==> config.mk <==
export PLATFORM = sky130hd
export DESIGN_NAME = partition_fit_allocator_unit
export DESIGN_NICKNAME = d
export VERILOG_FILES = /design/src/rtl/core/pfa_pkg.sv /design/src/rtl/core/pfa_ram.sv /design/src/rtl/core/pfa_fit_unit.sv /design/src/rtl/core/partition_fit_allocator_unit.sv
export SDC_FILE = /design/constraint.sdc
export NUM_CORES = 2
export LEC_CHECK = 0
export ABC_AREA = 1
export BUFFER_PORTS_ARGS = -buffer_cell sky130_fd_sc_hd__buf_2
export CORE_ASPECT_RATIO = 0.8
export CORE_MARGIN = 2
export CORE_UTILIZATION = 30
export CTS_CLUSTER_DIAMETER = 50
export CTS_CLUSTER_SIZE = 30
export DETAILED_ROUTE_END_ITERATION = 7
export SYNTH_ARGS = -nofsm -noshare
export SYNTH_HDL_FRONTEND = slang
export SYNTH_SLANG_ARGS = --single-unit
export TNS_END_PERCENT = 10
==> constraint.sdc <==
create_clock -name clock -period 6.4 [get_ports clock]
set_input_delay 1.92 -clock clock [delete_from_list [all_inputs] [get_ports clock]]
set_output_delay 1.92 -clock clock [all_outputs]
set_load 0.05 [all_outputs]
==> src/rtl/core/pfa_pkg.sv <==
// ----------------------------------------------------------------------------
// pfa_pkg
// Shared codes and the sequencer state type for the partition fit allocator.
// ----------------------------------------------------------------------------
package pfa_pkg;

   // operation codes
   localparam logic [1:0] OP_APPEND = 2'd0;
   localparam logic [1:0] OP_ALLOC  = 2'd1;
   localparam logic [1:0] OP_READ   = 2'd2;
   localparam logic [1:0] OP_NOP    = 2'd3;

   // status codes
   localparam logic [1:0] ST_OK     = 2'd0;
   localparam logic [1:0] ST_NOFIT  = 2'd1;
   localparam logic [1:0] ST_FULL   = 2'd2;
   localparam logic [1:0] ST_RANGE  = 2'd3;

   // placement policies, the unused code acts as first fit
   localparam logic [1:0] MODE_FIRST = 2'd0;
   localparam logic [1:0] MODE_BEST  = 2'd1;
   localparam logic [1:0] MODE_WORST = 2'd2;

   typedef enum logic [8:0] {
      S_IDLE    = 9'b000000001,
      S_DECODE  = 9'b000000010,
      S_SCAN    = 9'b000000100,
      S_EVAL    = 9'b000001000,
      S_SHIFT   = 9'b000010000,
      S_SPLIT_A = 9'b000100000,
      S_SPLIT_B = 9'b001000000,
      S_RDWAIT  = 9'b010000000,
      S_RESP    = 9'b100000000
   } state_type;

endpackage

==> src/rtl/core/pfa_ram.sv <==
// ----------------------------------------------------------------------------
// pfa_ram
// Generic simple dual port RAM, one write and one registered read port.
// ----------------------------------------------------------------------------
module pfa_ram #(
   parameter int WIDTH = 17,
   parameter int DEPTH = 64
) (
   input  logic                     clock,
   input  logic                     wr_en,
   input  logic [$clog2(DEPTH)-1:0] wr_addr,
   input  logic [WIDTH-1:0]         wr_data,
   input  logic                     rd_en,
   input  logic [$clog2(DEPTH)-1:0] rd_addr,
   output logic [WIDTH-1:0]         rd_data
);

   logic [WIDTH-1:0] mem_ff [DEPTH];
   logic [WIDTH-1:0] rd_data_ff;

   always_ff @(posedge clock) begin
      if (wr_en) begin
         mem_ff[wr_addr] <= wr_data;
      end
      if (rd_en) begin
         rd_data_ff <= mem_ff[rd_addr];
      end
   end

   assign rd_data = rd_data_ff;

endmodule

==> src/rtl/core/pfa_fit_unit.sv <==
// ----------------------------------------------------------------------------
// pfa_fit_unit
// Shared fit check: one subtract for the leftover and, by mode, a less-than or greater-than
// compare against the best leftover so far, applied to one table entry per cycle.
// ----------------------------------------------------------------------------
module pfa_fit_unit
   import pfa_pkg::*;
#(
   parameter int SIZE_BITS = 16
) (
   input  logic                 entry_used,
   input  logic [SIZE_BITS-1:0] entry_size,
   input  logic [SIZE_BITS-1:0] req_size,
   input  logic [1:0]           fit_mode,
   input  logic                 found,
   input  logic [SIZE_BITS-1:0] best_left,
   output logic                 take,
   output logic [SIZE_BITS-1:0] left
);

   logic [SIZE_BITS:0] diff;
   logic               fits;

   always_comb begin
      diff = {1'b0, entry_size} - {1'b0, req_size};
      left = diff[SIZE_BITS-1:0];
      // borrow out means the entry is too small
      fits = !entry_used && !diff[SIZE_BITS];
      take = fits && (!found
                      || ((fit_mode == MODE_BEST)  && (left < best_left))
                      || ((fit_mode == MODE_WORST) && (left > best_left)));
   end

endmodule

==> src/rtl/core/partition_fit_allocator_unit.sv <==
// ----------------------------------------------------------------------------
// partition_fit_allocator_unit
// Ordered partition table with append, first/best/worst fit allocate with
// split, and entry read. Table held in one RAM, walked one entry a cycle.
// ----------------------------------------------------------------------------
// cycles per item vary by operation: append writes in decode, read adds a RAM wait state,
//    allocate scans every entry, then shifts the entries above the pick and writes the
//    split pair; a failed allocate skips shift and split; a stalled response adds its wait
// one item at a time; the shift uses the read and write ports together, the scan one read a cycle
// reset clears entry count, fit mode and control; the table RAM is not cleared
// since only entries below the count are ever read
module partition_fit_allocator_unit
   import pfa_pkg::*;
#(
   parameter int MAX_ENTRIES = 64,
   parameter int SIZE_BITS   = 16
) (
   input  logic        clock,
   input  logic        reset,
   input  logic        csr_wr_en,
   input  logic [1:0]  csr_wr_data,
   input  logic        req_valid,
   output logic        req_ready,
   input  logic [1:0]  req_operation,
   input  logic [15:0] req_size,
   input  logic [5:0]  req_entry_index,
   output logic        rsp_valid,
   input  logic        rsp_ready,
   output logic [1:0]  rsp_status,
   output logic [5:0]  rsp_placed_index,
   output logic [15:0] rsp_entry_size,
   output logic        rsp_entry_used,
   output logic [6:0]  rsp_entry_total
);

   localparam int AW  = $clog2(MAX_ENTRIES);
   localparam int CW  = $clog2(MAX_ENTRIES + 1);
   localparam int XW  = (CW > 7) ? CW : 7;
   localparam int SW  = SIZE_BITS;
   localparam int SXW = (SW > 16) ? SW : 16;

   state_type         state_ff, state_in;
   logic [1:0]        mode_ff, mode_in;
   logic [CW-1:0]     count_ff, count_in;
   logic [1:0]        op_ff, op_in;
   logic [SW-1:0]     rsize_ff, rsize_in;
   logic [5:0]        ridx_ff, ridx_in;
   logic [CW-1:0]     issue_ff, issue_in;
   logic              chk_valid_ff, chk_valid_in;
   logic [AW-1:0]     chk_idx_ff, chk_idx_in;
   logic              found_ff, found_in;
   logic [AW-1:0]     pick_ff, pick_in;
   logic [SW-1:0]     best_ff, best_in;
   logic [AW-1:0]     src_ff, src_in;
   logic              mv_valid_ff, mv_valid_in;
   logic [AW-1:0]     mv_dst_ff, mv_dst_in;
   logic [1:0]        res_status_ff, res_status_in;
   logic [5:0]        res_index_ff, res_index_in;
   logic [15:0]       res_size_ff, res_size_in;
   logic              res_used_ff, res_used_in;
   logic              rsp_valid_ff, rsp_valid_in;
   logic [1:0]        rsp_status_ff, rsp_status_in;
   logic [5:0]        rsp_index_ff, rsp_index_in;
   logic [15:0]       rsp_size_ff, rsp_size_in;
   logic              rsp_used_ff, rsp_used_in;
   logic [6:0]        rsp_total_ff, rsp_total_in;

   logic              wr_en, rd_en;
   logic [AW-1:0]     wr_addr, rd_addr;
   logic [SW:0]       wr_data, rd_data;
   logic              fit_take;
   logic [SW-1:0]     fit_left;

   logic [XW-1:0]     count_x, idx_x, pick_x, cnt_old_x;
   logic [CW-1:0]     cnt_m1;
   logic [SXW-1:0]    rsize_x, best_x, rd_size_x;

   pfa_ram #(
      .WIDTH (SW + 1),
      .DEPTH (MAX_ENTRIES)
   ) u_table (
      .clock   (clock),
      .wr_en   (wr_en),
      .wr_addr (wr_addr),
      .wr_data (wr_data),
      .rd_en   (rd_en),
      .rd_addr (rd_addr),
      .rd_data (rd_data)
   );

   pfa_fit_unit #(
      .SIZE_BITS (SW)
   ) u_fit (
      .entry_used (rd_data[SW]),
      .entry_size (rd_data[SW-1:0]),
      .req_size   (rsize_ff),
      .fit_mode   (mode_ff),
      .found      (found_ff),
      .best_left  (best_ff),
      .take       (fit_take),
      .left       (fit_left)
   );

   assign req_ready = (state_ff == S_IDLE);

   always_comb begin
      count_x   = XW'(count_ff);
      cnt_old_x = XW'(count_ff);
      idx_x     = XW'(ridx_ff);
      pick_x    = XW'(pick_ff);
      cnt_m1    = count_ff - CW'(1);
      rsize_x   = SXW'(rsize_ff);
      best_x    = SXW'(best_ff);
      rd_size_x = SXW'(rd_data[SW-1:0]);

      state_in      = state_ff;
      mode_in       = mode_ff;
      count_in      = count_ff;
      op_in         = op_ff;
      rsize_in      = rsize_ff;
      ridx_in       = ridx_ff;
      issue_in      = issue_ff;
      chk_valid_in  = 1'b0;
      chk_idx_in    = chk_idx_ff;
      found_in      = found_ff;
      pick_in       = pick_ff;
      best_in       = best_ff;
      src_in        = src_ff;
      mv_valid_in   = 1'b0;
      mv_dst_in     = mv_dst_ff;
      res_status_in = res_status_ff;
      res_index_in  = res_index_ff;
      res_size_in   = res_size_ff;
      res_used_in   = res_used_ff;

      wr_en   = 1'b0;
      wr_addr = count_ff[AW-1:0];
      wr_data = {1'b0, rsize_ff};
      rd_en   = 1'b0;
      rd_addr = idx_x[AW-1:0];

      rsp_valid_in  = rsp_valid_ff && !rsp_ready;
      rsp_status_in = rsp_status_ff;
      rsp_index_in  = rsp_index_ff;
      rsp_size_in   = rsp_size_ff;
      rsp_used_in   = rsp_used_ff;
      rsp_total_in  = rsp_total_ff;

      if (csr_wr_en) begin
         mode_in = csr_wr_data;
      end

      unique case (state_ff)
         S_IDLE: begin
            if (req_valid) begin
               op_in    = req_operation;
               rsize_in = SW'(req_size);
               ridx_in  = req_entry_index;
               state_in = S_DECODE;
            end
         end
         S_DECODE: begin
            res_status_in = ST_OK;
            res_index_in  = '0;
            res_size_in   = '0;
            res_used_in   = 1'b0;
            state_in      = S_RESP;
            unique case (op_ff)
               OP_APPEND: begin
                  if (count_ff >= CW'(MAX_ENTRIES)) begin
                     res_status_in = ST_FULL;
                  end else begin
                     wr_en        = 1'b1;
                     wr_addr      = count_ff[AW-1:0];
                     wr_data      = {1'b0, rsize_ff};
                     count_in     = count_ff + CW'(1);
                     res_index_in = cnt_old_x[5:0];
                     res_size_in  = rsize_x[15:0];
                  end
               end
               OP_ALLOC: begin
                  issue_in = '0;
                  found_in = 1'b0;
                  best_in  = '0;
                  pick_in  = '0;
                  state_in = S_SCAN;
               end
               OP_READ: begin
                  if (idx_x >= count_x) begin
                     res_status_in = ST_RANGE;
                  end else begin
                     rd_en    = 1'b1;
                     rd_addr  = idx_x[AW-1:0];
                     state_in = S_RDWAIT;
                  end
               end
               default: begin
                  // unknown operation answers ok with the table untouched
                  res_status_in = ST_OK;
               end
            endcase
         end
         S_RDWAIT: begin
            res_index_in = idx_x[5:0];
            res_size_in  = rd_size_x[15:0];
            res_used_in  = rd_data[SW];
            state_in     = S_RESP;
         end
         S_SCAN: begin
            // read issue runs one entry ahead of the fit check
            if (chk_valid_ff && fit_take) begin
               found_in = 1'b1;
               pick_in  = chk_idx_ff;
               best_in  = fit_left;
            end
            if (issue_ff < count_ff) begin
               rd_en        = 1'b1;
               rd_addr      = issue_ff[AW-1:0];
               chk_valid_in = 1'b1;
               chk_idx_in   = issue_ff[AW-1:0];
               issue_in     = issue_ff + CW'(1);
            end else if (!chk_valid_ff) begin
               state_in = S_EVAL;
            end
         end
         S_EVAL: begin
            res_index_in = '0;
            res_size_in  = '0;
            res_used_in  = 1'b0;
            if (!found_ff) begin
               res_status_in = ST_NOFIT;
               state_in      = S_RESP;
            end else if (count_ff >= CW'(MAX_ENTRIES)) begin
               res_status_in = ST_FULL;
               state_in      = S_RESP;
            end else begin
               src_in   = cnt_m1[AW-1:0];
               state_in = S_SHIFT;
            end
         end
         S_SHIFT: begin
            // move entries above the pick up one place, top first
            if (mv_valid_ff) begin
               wr_en   = 1'b1;
               wr_addr = mv_dst_ff;
               wr_data = rd_data;
            end
            if (src_ff > pick_ff) begin
               rd_en       = 1'b1;
               rd_addr     = src_ff;
               mv_valid_in = 1'b1;
               mv_dst_in   = src_ff + AW'(1);
               src_in      = src_ff - AW'(1);
            end else if (!mv_valid_ff) begin
               state_in = S_SPLIT_A;
            end
         end
         S_SPLIT_A: begin
            wr_en    = 1'b1;
            wr_addr  = pick_ff;
            wr_data  = {1'b1, rsize_ff};
            state_in = S_SPLIT_B;
         end
         S_SPLIT_B: begin
            wr_en         = 1'b1;
            wr_addr       = pick_ff + AW'(1);
            wr_data       = {1'b0, best_ff};
            count_in      = count_ff + CW'(1);
            res_status_in = ST_OK;
            res_index_in  = pick_x[5:0];
            res_size_in   = best_x[15:0];
            res_used_in   = 1'b1;
            state_in      = S_RESP;
         end
         S_RESP: begin
            if (!rsp_valid_ff || rsp_ready) begin
               rsp_valid_in  = 1'b1;
               rsp_status_in = res_status_ff;
               rsp_index_in  = res_index_ff;
               rsp_size_in   = res_size_ff;
               rsp_used_in   = res_used_ff;
               rsp_total_in  = count_x[6:0];
               state_in      = S_IDLE;
            end
         end
         default: begin
            state_in = S_IDLE;
         end
      endcase
   end

   always_ff @(posedge clock) begin
      if (reset) begin
         state_ff     <= S_IDLE;
         mode_ff      <= MODE_FIRST;
         count_ff     <= '0;
         chk_valid_ff <= 1'b0;
         mv_valid_ff  <= 1'b0;
         rsp_valid_ff <= 1'b0;
      end else begin
         state_ff     <= state_in;
         mode_ff      <= mode_in;
         count_ff     <= count_in;
         chk_valid_ff <= chk_valid_in;
         mv_valid_ff  <= mv_valid_in;
         rsp_valid_ff <= rsp_valid_in;
      end
   end

   always_ff @(posedge clock) begin
      op_ff         <= op_in;
      rsize_ff      <= rsize_in;
      ridx_ff       <= ridx_in;
      issue_ff      <= issue_in;
      chk_idx_ff    <= chk_idx_in;
      found_ff      <= found_in;
      pick_ff       <= pick_in;
      best_ff       <= best_in;
      src_ff        <= src_in;
      mv_dst_ff     <= mv_dst_in;
      res_status_ff <= res_status_in;
      res_index_ff  <= res_index_in;
      res_size_ff   <= res_size_in;
      res_used_ff   <= res_used_in;
      rsp_status_ff <= rsp_status_in;
      rsp_index_ff  <= rsp_index_in;
      rsp_size_ff   <= rsp_size_in;
      rsp_used_ff   <= rsp_used_in;
      rsp_total_ff  <= rsp_total_in;
   end

   assign rsp_valid        = rsp_valid_ff;
   assign rsp_status       = rsp_status_ff;
   assign rsp_placed_index = rsp_index_ff;
   assign rsp_entry_size   = rsp_size_ff;
   assign rsp_entry_used   = rsp_used_ff;
   assign rsp_entry_total  = rsp_total_ff;

   a_count_bound: assert property (@(posedge clock) disable iff (reset)
      count_ff <= CW'(MAX_ENTRIES))
      else $error("entry count above table depth");

   a_count_step: assert property (@(posedge clock) disable iff (reset)
      $past(reset) || (count_ff == $past(count_ff))
      || (count_ff == ($past(count_ff) + CW'(1))))
      else $error("entry count moved by more than one");

   a_fail_zero: assert property (@(posedge clock) disable iff (reset)
      (rsp_valid_ff && (rsp_status_ff != ST_OK)) |->
      ((rsp_index_ff == '0) && (rsp_size_ff == '0) && !rsp_used_ff))
      else $error("failed transfer carries nonzero fields");

   a_shift_above_pick: assert property (@(posedge clock) disable iff (reset)
      ((state_ff == S_SHIFT) && mv_valid_ff) |->
      ({1'b0, mv_dst_ff} > ({1'b0, pick_ff} + (AW + 1)'(1))))
      else $error("shift write lands on the split entries");

   a_split_found: assert property (@(posedge clock) disable iff (reset)
      (state_ff == S_SHIFT) |-> (found_ff && (pick_ff < count_ff[AW-1:0] ||
      count_ff >= CW'(MAX_ENTRIES))))
      else $error("shift without a fitting entry");

endmodule
==> results.yml <==
timing:
  timing_hold_violations_final: 0
  final-setup-viol-count: 0
  totalNegativeSetupSlack_ns: 0
  max_freq_mhz: 210
  finalCriticalPeriod_ns: 4.75
  worstMarginPinSlew_ns: 1.20
  grt_setup_unrepaired: "false"
  slew_viol_final: 0
  period_share: 0.742
  timing.final.ws_setup_ns: 1.65
  timing.max_slew.rel_slack: 0.196
  final.setup_skew_ns: 0.0619
floorplanning:
  die_w_um: 489
  start_util: 0.302
  die_h_um: 392
  floorplan.die_area_um2: 192000
  core-area_um2: 187000
  io_pins: 65
  fp-row-count: 142
setup_path:
  crit_fanout: 14
  cp-end-kind: "flop"
  worstSetupPathType: "flop to flop"
  required_ns: 6.79
  cp_data_arrival_time_ns: 5.14
  critPathLaunchType: "flop"
cts:
  postCtsResizedCells: 0
  cts_root_buffer: "sky130_fd_sc_hd__clkbuf_16"
  clk_pin_slew_ns: 0.08
  cts-hold-fix-buffers: 0
  tritoncts.num_buffers: 95
  clock_tree.htree_level_count: 3
  cts_max_path_buffers: 3
  tritoncts_num_sinks: 1255
  post_cts_setup_repair_buffer_count: 0
  cts_tree: "yes"
  clkLatencyLatePin_ns: 0.76
layout:
  drive_gt1_frac: 0.0821
  final-instance-count-excl-fill: 7747
  areaGrowthSynthToFinish_pct: 12.4
  layout.filler_cells: 18500
  final_net_count: 5230
  multi_input_comb_area_um2: 15100
  seqCellArea_um2: 37500
yosys:
  post-synth-top-area-cell: "sky130_fd_sc_hd__edfxtp_1"
  ys_seq_elements: 1255
  synth_top_cells_by_count: "1,234 x sky130_fd_sc_hd__edfxtp_1, 1,204 x sky130_fd_sc_hd__nand3_1, 775 x sky130_fd_sc_hd__nand2_1"
  netlist-cell-type-count: 47
  synthesis.area_um2: 56600
  ys_warn_count: 0
  number_of_instances_in_the_synthesized_netlist: 5150
  syn_nets: 5238
  synth_seq_area_share: 0.663
  synth_top_area_frac: 0.655
  syn_area_per_cell_um2: 11.0
  yosys.cell_count.top_type: "sky130_fd_sc_hd__edfxtp_1"
  synthArstFlopShare: 0
  synth_top_flop_cell: "sky130_fd_sc_hd__edfxtp_1"
  count_of_flip_flops_with_a_built_in_enable_after_synthesis: 1234
  post_synth_main_area_contributors: "sky130_fd_sc_hd__edfxtp_1 66%, sky130_fd_sc_hd__nand3_1 11%, sky130_fd_sc_hd__nand3b_1 5.3%, sky130_fd_sc_hd__nand2_1 5.1%, sky130_fd_sc_hd__inv_1 5.1%"
power:
  cellLeakagePower_nw: 24.3
  total_power_divided_by_cell_area_nw_per_um2: 336
  irDropWorstVdd_mv: 0.234
  p_seq_frac: 0.453
  p_clk_frac: 0.304
  power_frac_comb: 0.243
  netSwitchingPower_w: 0.00741
  intPower_w: 0.0139
  swShare: 0.347
placement:
  number_of_cells_after_detailed_placement: 7565
  detailed_place_hpwl_um: 92200
  post-place-ws_ns: 1.66
  gp_congestion: 0.870
  port_buffers: 64
drt:
  detailedRoute.firstIterationViolations: 5395
  drt_pre_antenna_iters: 6
  drt_drc_violations_left: 0
  via_per_inst: 5.00
  routed_wire_length_per_instance_um: 21.0
  route.antenna.remaining_nets: 0
  number_of_vias_after_detailed_routing: 38700
  route.final.wire_length_um: 163000
job:
  maxCapViolations: 0
global_route:
  grt_max_degree: 155
  grt_util_all_layers: 0.166
  number_of_global_route_vias_before_repair: 36300
  grt_antenna_before_repair: 3
  global_route_wire_length_before_repair_um: 241000
  grt.overflow.total: 0
min_path:
  timing.hold.worst.class: "flop to flop"
run_status:
  run_status: "finished clean"
-- path summary, 6_finish.rpt --
kind                                 end                          from  slack (ns)  depth (start not counted)
max             pick_ff[3]$_SDFFCE_PN0P_  u_table.rd_data[0]$_DFFE_PP_        1.65                         26
min          rsp_entry_size[2]$_DFFE_PP_      res_size_ff[2]$_DFFE_PP_        0.39                          0
max reg2reg     pick_ff[3]$_SDFFCE_PN0P_  u_table.rd_data[0]$_DFFE_PP_        1.65                         26
min reg2reg  rsp_entry_size[2]$_DFFE_PP_      res_size_ff[2]$_DFFE_PP_        0.39                          0
-- worst max-delay path, stage by stage, from the launching register on --
cell and delay [ns]:
sky130_fd_sc_hd__edfxtp_1 0.37, sky130_fd_sc_hd__inv_1 0.11, sky130_fd_sc_hd__ha_1 0.15, sky130_fd_sc_hd__inv_1 0.06, sky130_fd_sc_hd__fa_1 0.39, sky130_fd_sc_hd__nand2_1 0.09, sky130_fd_sc_hd__inv_1 0.06, sky130_fd_sc_hd__o21ai_0 0.15
sky130_fd_sc_hd__nand2_1 0.12, sky130_fd_sc_hd__nand2_1 0.11, sky130_fd_sc_hd__nand2_1 0.05, sky130_fd_sc_hd__nand2_1 0.08, sky130_fd_sc_hd__nand2_1 0.06, sky130_fd_sc_hd__a21oi_1 0.20, sky130_fd_sc_hd__o21ai_0 0.19, sky130_fd_sc_hd__a21oi_1 0.20
sky130_fd_sc_hd__xor2_1 0.11, sky130_fd_sc_hd__ha_1 0.30, sky130_fd_sc_hd__nand4_1 0.12, sky130_fd_sc_hd__nor3_1 0.22, sky130_fd_sc_hd__nand2_1 0.09, sky130_fd_sc_hd__nand2_1 0.09, sky130_fd_sc_hd__a31oi_1 0.08, sky130_fd_sc_hd__o21ai_0 0.09
sky130_fd_sc_hd__nand4_1 0.14, sky130_fd_sc_hd__a21oi_2 0.49, sky130_fd_sc_hd__buf_4 0.33
-- cells in the final DEF (no fill, tap or decap), types with 11 or more instances in the layout --
cell type	netlist	layout
sky130_fd_sc_hd__buf_4	9	125
sky130_fd_sc_hd__xor2_1	22	22
sky130_fd_sc_hd__a21oi_1	46	45
sky130_fd_sc_hd__nor3_1	13	13
sky130_fd_sc_hd__buf_12	0	15
sky130_fd_sc_hd__nor2_2	2	11
sky130_fd_sc_hd__o21ai_0	35	35
sky130_fd_sc_hd__edfxtp_1	1234	1234
sky130_fd_sc_hd__o221ai_4	0	15
sky130_fd_sc_hd__nand3b_1	403	403
sky130_fd_sc_hd__clkinv_8	0	22
sky130_fd_sc_hd__clkbuf_16	0	95
sky130_fd_sc_hd__ha_1	56	56
sky130_fd_sc_hd__nand3_1	1204	1204
sky130_fd_sc_hd__o211ai_1	20	20
sky130_fd_sc_hd__dfxtp_1	21	21
sky130_fd_sc_hd__nor2_1	150	140
sky130_fd_sc_hd__buf_2	158	64
sky130_fd_sc_hd__inv_6	0	12
sky130_fd_sc_hd__inv_1	770	770
sky130_fd_sc_hd__nand2_1	775	774
sky130_fd_sc_hd__inv_8	0	14
-- metrics by stage --
step | cell area [um2] | power (W) | hold slack, ns | utilization
3_3_place_gp | 60200 | 0.0149 | 0.401 | 0.321
4_1_cts | 63600 | 0.0214 | 0.380 | 0.339
2_1_floorplan | 56600 | 0.0130 | 0.400 | -
5_1_grt | 63600 | 0.0222 | 0.407 | 0.339
6_report | 63600 | 0.0214 | 0.387 | 0.340
3_5_place_dp | 60200 | 0.0150 | 0.405 | 0.321
-- cell type report --
class,instances,area share
antenna,3,0.000118
clock buffer,98,0.0376
clock inverter,81,0.0155
inverter,782,0.0463
multi-input combinational,2804,0.237
sequential,1255,0.589
tap,2520,0.0496
timing repair buffer,204,0.0245
-- flip-flops by register name (all words and copies together) (netlist names), 6 cells and up --
| name | flops |
|---|---|
| u_table.rd_data | 17 |
| best_ff | 16 |
| chk_idx_ff | 6 |
| res_size_ff | 16 |
| ridx_ff | 6 |
| mv_dst_ff | 6 |
| cnt_old_x | 7 |
| state_ff | 9 |
| rsp_placed_index | 6 |
| rsize_ff | 16 |
| issue_ff | 7 |
| rsp_entry_total | 7 |
| res_index_ff | 6 |
| rsp_entry_size | 16 |
| src_ff | 6 |
| pick_ff | 6 |
| u_table.mem_ff | 1088 |
-- cells by family after synthesis --
logic type,count (synthesis),synth area share
buffers and inverters,1091,0.0772
DFF,1255,0.663
adders and majority gates,57,0.0127
xor gates and xnor gates,23,0.00356
and+or+nand+nor,2576,0.227
AOI/OAI and AO/OA,148,0.0165
-- routing by layer --
metal,vias to the layer above,part of all wire,track usage
li1,17700,-,-
met1,19100,0.45,0.250
met2,1738,0.43,0.248
met3,197,0.093,0.0292
met4,0,0.021,0.0394
met5,-,0,0
-- power groups by stage --
stage,sequential (W),combinational (W),clock (W)
floorplan,0.00988,0.00316,0
global placement,0.00985,0.00505,0
detailed placement,0.00986,0.00511,0
CTS,0.00967,0.00513,0.00658
global route,0.00969,0.00562,0.00689
finish,0.00968,0.00519,0.00649
Power figures use the tool's default switching activity.
